--- src/rtl/pes_pkg.sv ---
// ----------------------------------------------------------------------------
// pes_pkg: shared types and constants of the periodic event scheduler
// commands, status codes, the heap slot layout and the controller/datapath
// command bundle; datapath read data comes back as a plain slot, not in bundles
// ----------------------------------------------------------------------------
package pes_pkg;

    localparam int MAX_ENTRIES_DEF = 64;

    localparam logic [1:0] CMD_CLEAR  = 2'd0;
    localparam logic [1:0] CMD_INSERT = 2'd1;
    localparam logic [1:0] CMD_SERVE  = 2'd2;

    localparam logic [1:0] ST_OK    = 2'd0;
    localparam logic [1:0] ST_EMPTY = 2'd1;
    localparam logic [1:0] ST_FULL  = 2'd2;

    typedef struct packed {
        logic [63:0] due;
        logic [31:0] period;
        logic [31:0] id;
    } slot_t;

    // true when a is served before b
    function automatic logic goes_first(input slot_t a, input slot_t b);
        logic r;
        if (a.due != b.due) r = a.due < b.due;
        else if (a.id != b.id) r = a.id < b.id;
        else r = a.period < b.period;
        return r;
    endfunction

    typedef enum logic [2:0] {
        DP_NOP,
        DP_RD_POS,   // read slot at pos
        DP_RD_OTHER, // read slot at other index (parent or child)
        DP_WR_POS,   // write hold register at pos
        DP_WR_OTHER  // write other or best slot register at pos
    } dp_op_t;

    typedef struct packed {
        dp_op_t op;
    } dp_cmd_t;

endpackage

--- src/rtl/pes_ctrl.sv ---
// ----------------------------------------------------------------------------
// pes_ctrl: command sequencer of the scheduler
// walks a heap sift one level at a time using a single-port slot memory
// ----------------------------------------------------------------------------
module pes_ctrl #(
    parameter int MAX_ENTRIES = pes_pkg::MAX_ENTRIES_DEF,
    parameter int AW = (MAX_ENTRIES > 1) ? $clog2(MAX_ENTRIES) : 1,
    parameter int CW = $clog2(MAX_ENTRIES + 1)
) (
    input  logic                 clk,
    input  logic                 rst_n,
    input  logic                 s_tvalid,
    output logic                 s_tready,
    input  logic [1:0]           in_cmd,
    input  logic [31:0]          in_id,
    input  logic [31:0]          in_period,
    output logic                 m_tvalid,
    input  logic                 m_tready,
    output logic [31:0]          res_id,
    output logic [1:0]           res_status,
    // datapath side
    output pes_pkg::dp_cmd_t     dp_cmd,
    output logic [AW-1:0]        dp_addr,
    output pes_pkg::slot_t       dp_wdata,
    input  pes_pkg::slot_t       dp_rdata
);

    typedef enum logic [3:0] {
        S_IDLE, S_UP_RD, S_UP_WAIT, S_UP_CMP,
        S_DN_RD0, S_DN_W0, S_DN_RDL, S_DN_WL, S_DN_RDR, S_DN_WR, S_DN_CMP,
        S_WR_OTHER, S_FIN, S_OUT
    } state_t;

    state_t          state_reg;
    logic [CW-1:0]   count_reg;
    logic [AW-1:0]   pos_reg, oth_reg, best_reg;
    pes_pkg::slot_t  hold_reg, oth_slot_reg, best_slot_reg;
    logic            up_reg;
    logic [31:0]     id_reg;
    logic [1:0]      st_reg;

    logic [AW:0] lft, rgt;
    assign lft = {pos_reg, 1'b1};
    assign rgt = lft + 1'b1;

    logic [64:0] due_sum;
    assign due_sum = {1'b0, dp_rdata.due} + {33'd0, dp_rdata.period};

    assign s_tready   = (state_reg == S_IDLE);
    assign m_tvalid   = (state_reg == S_OUT);
    assign res_id     = id_reg;
    assign res_status = st_reg;

    always_comb
    begin
        dp_cmd.op = pes_pkg::DP_NOP;
        dp_addr   = pos_reg;
        dp_wdata  = hold_reg;
        unique case (state_reg)
            S_IDLE:     dp_addr = '0;
            S_UP_RD:    begin dp_cmd.op = pes_pkg::DP_RD_OTHER; dp_addr = oth_reg; end
            S_DN_RD0:   begin dp_cmd.op = pes_pkg::DP_RD_POS; dp_addr = '0; end
            S_DN_RDL:   begin dp_cmd.op = pes_pkg::DP_RD_OTHER; dp_addr = lft[AW-1:0]; end
            S_DN_RDR:   begin dp_cmd.op = pes_pkg::DP_RD_OTHER; dp_addr = rgt[AW-1:0]; end
            S_WR_OTHER: begin
                dp_cmd.op = pes_pkg::DP_WR_OTHER; dp_addr = pos_reg;
                dp_wdata = up_reg ? oth_slot_reg : best_slot_reg;
            end
            S_FIN:      begin dp_cmd.op = pes_pkg::DP_WR_POS; dp_addr = pos_reg; end
            default:    dp_cmd.op = pes_pkg::DP_NOP;
        endcase
    end

    always_ff @(posedge clk or negedge rst_n)
    begin
        if (!rst_n)
        begin
            state_reg     <= S_IDLE;
            count_reg     <= '0;
            pos_reg       <= '0;
            oth_reg       <= '0;
            best_reg      <= '0;
            hold_reg      <= '0;
            oth_slot_reg  <= '0;
            best_slot_reg <= '0;
            up_reg        <= 1'b0;
            id_reg        <= '0;
            st_reg        <= pes_pkg::ST_OK;
        end
        else
        begin
            unique case (state_reg)
                S_IDLE: if (s_tvalid)
                begin
                    id_reg <= '0;
                    st_reg <= pes_pkg::ST_OK;
                    state_reg <= S_OUT;
                    if (in_cmd == pes_pkg::CMD_CLEAR) count_reg <= '0;
                    else if (in_cmd == pes_pkg::CMD_INSERT)
                    begin
                        if (count_reg >= CW'(MAX_ENTRIES)) st_reg <= pes_pkg::ST_FULL;
                        else
                        begin
                            hold_reg  <= '{due: {32'd0, in_period}, period: in_period,
                                           id: in_id};
                            pos_reg   <= count_reg[AW-1:0];
                            count_reg <= count_reg + 1'b1;
                            up_reg    <= 1'b1;
                            oth_reg   <= AW'((count_reg - 1'b1) >> 1);
                            state_reg <= (count_reg == '0) ? S_FIN : S_UP_RD;
                        end
                    end
                    else if (in_cmd == pes_pkg::CMD_SERVE)
                    begin
                        if (count_reg == '0) st_reg <= pes_pkg::ST_EMPTY;
                        else
                        begin
                            up_reg    <= 1'b0;
                            pos_reg   <= '0;
                            state_reg <= S_DN_RD0;
                        end
                    end
                end
                S_UP_RD:   state_reg <= S_UP_WAIT;
                S_UP_WAIT: begin oth_slot_reg <= dp_rdata; state_reg <= S_UP_CMP; end
                S_UP_CMP:
                    if (pes_pkg::goes_first(hold_reg, oth_slot_reg))
                        state_reg <= S_WR_OTHER;
                    else state_reg <= S_FIN;
                S_DN_RD0:  state_reg <= S_DN_W0;
                S_DN_W0:
                begin
                    id_reg   <= dp_rdata.id;
                    hold_reg <= '{due: due_sum[64] ? 64'hFFFF_FFFF_FFFF_FFFF
                                                   : due_sum[63:0],
                                  period: dp_rdata.period, id: dp_rdata.id};
                    state_reg <= S_DN_CMP;
                    best_reg <= '0;
                end
                S_DN_CMP:
                begin
                    best_slot_reg <= hold_reg;
                    best_reg <= pos_reg;
                    state_reg <= (lft < (AW+1)'(count_reg)) ? S_DN_RDL : S_FIN;
                end
                S_DN_RDL:  state_reg <= S_DN_WL;
                S_DN_WL:
                begin
                    if (pes_pkg::goes_first(dp_rdata, best_slot_reg))
                    begin
                        best_slot_reg <= dp_rdata;
                        best_reg <= lft[AW-1:0];
                    end
                    state_reg <= (rgt < (AW+1)'(count_reg)) ? S_DN_RDR : S_DN_WR;
                end
                S_DN_RDR:  state_reg <= S_DN_WR;
                S_DN_WR:
                begin
                    if ((rgt < (AW+1)'(count_reg)) &&
                        pes_pkg::goes_first(dp_rdata, best_slot_reg))
                    begin
                        best_slot_reg <= dp_rdata;
                        best_reg <= rgt[AW-1:0];
                        state_reg <= S_WR_OTHER;
                    end
                    else if (best_reg != pos_reg) state_reg <= S_WR_OTHER;
                    else state_reg <= S_FIN;
                end
                S_WR_OTHER:
                begin
                    if (up_reg)
                    begin
                        pos_reg <= oth_reg;
                        oth_reg <= AW'((oth_reg - 1'b1) >> 1);
                        state_reg <= (oth_reg == '0) ? S_FIN : S_UP_RD;
                    end
                    else
                    begin
                        pos_reg <= best_reg;
                        state_reg <= S_DN_CMP;
                    end
                end
                S_FIN: state_reg <= S_OUT;
                S_OUT: if (m_tready) state_reg <= S_IDLE;
                default: state_reg <= S_IDLE;
            endcase
        end
    end

endmodule

--- config.mk ---
export PLATFORM = sky130hd
export DESIGN_NAME = pes_ctrl
export DESIGN_NICKNAME = d
export VERILOG_FILES = /design/src/rtl/pes_pkg.sv /design/src/rtl/pes_ctrl.sv
export SDC_FILE = /design/constraint.sdc
export NUM_CORES = 2
export LEC_CHECK = 0
export BUFFER_PORTS_ARGS = -buffer_cell sky130_fd_sc_hd__buf_2
export CAP_MARGIN = 20
export CORE_UTILIZATION = 30
export CTS_CLUSTER_SIZE = 28
export DETAILED_ROUTE_END_ITERATION = 8
export PLACE_DENSITY = 0.56
export SLEW_MARGIN = 20
export SYNTH_ARGS = -nofsm -noshare
export SYNTH_HDL_FRONTEND = slang
export SYNTH_SLANG_ARGS = --single-unit
--- constraint.sdc ---
create_clock -name clk -period 6.99 [get_ports clk]
set_input_delay 0.699 -clock clk [delete_from_list [all_inputs] [get_ports clk]]
set_output_delay 0.699 -clock clk [all_outputs]
set_load 0.005 [all_outputs]
==> flow_metrics.tcl <==
set metrics [dict create \
    synth.most_common_cell "nand2_1" \
    slew_viol_final 0 \
    synth_edf_count 0 \
    synthesis.area_sq_um 31100 \
    die_h_um 324 \
    tns_ps 0 \
    dpl.cell_count 5106 \
    detail-route-antenna-nets 0 \
    ys_warn_count 0 \
    layout.nets 4306 \
    drt-total-wl_mm 115 \
    grt_max_degree 190 \
    overflow 0 \
    hold_buffers 0 \
    max_freq_ghz 0.203 \
    place_area_sq_um 34200 \
    synth_commonest_cells "555 x nand2_1, 448 x dfrtp_1, 420 x mux2i_1, 360 x o21ai_0, 306 x ha_1" \
    yosys-top-cells-area "dfrtp_1 36%, mux2i_1 14%, ha_1 12%, nand2_1 6.7%, o21ai_0 5.8%" \
    slew-limit-headroom_pct 15.2 \
    maxCapViolCount 0 \
    first_pass_iters 6 \
    status "finished, final reports clean" \
    wl_per_cell_um 22.0 \
    post_cts_resized 0 \
    path_clk_slew_ps 60 \
    hold_class "primary input to asynchronous set/reset pin" \
    fin_crit_sh_pct 70.4 \
    critPathRequiredTime_ps 7530 \
    syn_inst 3518 \
    vdd_drop_max_mv 0.251 \
    power.density_nw_per_um2 465 \
    drt_first_iter_violations 1856 \
    cts-htree-levels 2 \
    ys_types 75 \
    yosys.area.top_type "dfrtp_1" \
    ys_seq_elements 448 \
    start_util_pct 30.4 \
    drive_gt1_share_pct 14.2 \
    hold_violations 0 \
    dp_slack_ps 1630 \
    worstPathArrival_ps 5460 \
    avgSynthCellArea_sq_um 8.83 \
    antenna_found_initial 29 \
    ys_async_sr_fraction_pct 100 \
    stdcell_area_sq_um 36500 \
    finalSetupViolCount 0 \
    final.setup_skew_ps 24.5 \
    die_area_sq_um 105000 \
    rsz0062_at_grt "no" \
    num_io_pins 371 \
    ys_seq_area_share_pct 36.1 \
    vias 27200 \
    crit_path_max_fanout 34 \
    fin_crit_ps 4920 \
    grt_use_total_pct 21.8 \
    criticalPathCategory "flip-flop to flip-flop" \
    final_cells 5229 \
    core_sq_um 102000 \
    end_kind "flip-flop" \
    grt_pass1_wl_mm 173 \
    cts_root_buf "clkbuf_16" \
    holdWs_ps 110 \
    start_kind "flip-flop" \
    grt_pass1_vias 27100 \
    drc_errors 0 \
    syn_nets 4023 \
    cts-buffers-inserted 60 \
    synth_flop_cell "dfrtp_1" \
    fillers 10700 \
    cts_setup_buffers 0 \
    tightestPinTransition_ps 1260 \
    portBuffers 370 \
    p_leak_uw 0.0169 \
    synth_top_area_share_pct 36.1 \
    gp_congestion 0.881 \
    dp_hpwl_mm 83.6 \
    via_per_inst 5.20 \
    clk_path_buf_depth 3 \
    syn2layout_area_growth_pct 17.5 \
    clk_latency_ps 680 \
    clock_sinks 448 \
    layout_setup_ws_ps 2070 \
    cts_tree "yes" \
    die_x_um 324 \
    rows 117 \
]
layout make-up:
cell class | count | area, sq um | share of cell area [%]
Multi-Input combinational cell | 2598 | 18000 | 49.4
Sequential cell | 448 | 11200 | 30.7
Timing Repair Buffer | 404 | 2190 | 5.99
Clock buffer | 82 | 1780 | 4.86
Tap cell | 1368 | 1710 | 4.69
Inverter | 289 | 1080 | 2.97
Clock inverter | 32 | 487 | 1.33
Antenna cell | 8 | 20.0 | 0.0548
critical path, stage by stage, from the launching register on:
cell     delay [ps]
dfrtp_1         350
inv_1            60
ha_1            290
nand4_1         410
nor4_1          770
nand4_1         360
nor4_1          880
a22oi_4         200
o21ai_4         340
buf_4           650
mux2_2          420
per-layer routing:
layer	part of all wire, %	wire, um	track usage, %
met4	2.7	3100	6.59
met1	45	51600	29.0
met5	0.25	292	0
met3	7.2	8310	5.36
met2	45	51600	34.5
power by group:
group	leakage, uW	switching [uW]	internal, uW	total, uW
sequential	0.00550	1160	3850	5010
clock	0.00111	1330	2210	3540
combinational	0.0103	4950	3490	8440
total	0.0169	7430	9550	17000
cells in the final DEF (no fill, tap or decap), drive strengths merged, types with 12 or more instances in the layout:
cell / count
a22oi: 12
clkbuf: 82
dfrtp: 448
ha: 306
a21o: 43
nand2: 555
a21oi: 168
xor2: 29
bufinv: 12
o211ai: 27
nor4: 16
nand3: 96
nor3: 33
o21a: 12
o21ai: 364
nor2b: 13
xnor2: 51
clkinv: 12
and3: 14
mux2i: 420
buf: 404
nand4: 55
nand2b: 16
nor2: 129
a211oi: 18
a31oi: 54
inv: 291
a32oi: 29
cell families after synthesis:
group | synth area share [%]
AO/OA/AOI/OAI | 15.5
buffers and inverters | 6.14
XOR/XNOR | 2.25
AND/OR/NAND/NOR | 13.8
adder cells (fa/ha/maj) | 12.4
multiplexers | 13.8
flip-flops | 36.1
worst paths after layout:
| check | startpoint | to | slack, ps | cells past startpoint |
|---|---|---|---|---|
| max in group asynchronous | rst_n | best_slot_reg[86] | 5380 | 2 |
| worst min-delay path | rst_n | res_id[9] | 110 | 1 |
| worst min register to register | res_id[2] | res_id[2] | 490 | 2 |
| worst max-delay path | best_slot_reg[103] | best_slot_reg[0] | 2070 | 10 |
| min in group clk | dp_rdata[75] | oth_slot_reg[75] | 290 | 3 |
| worst max register to register | best_slot_reg[103] | best_slot_reg[0] | 2070 | 10 |
stage by stage:
step,utilization (%),total power (uW)
finish,35.7,17000
global route,35.7,18400
CTS,35.7,17100
floorplan,-,10400
global placement,33.5,13300
detailed placement,33.5,13500
(Power assumes the default switching activity.)
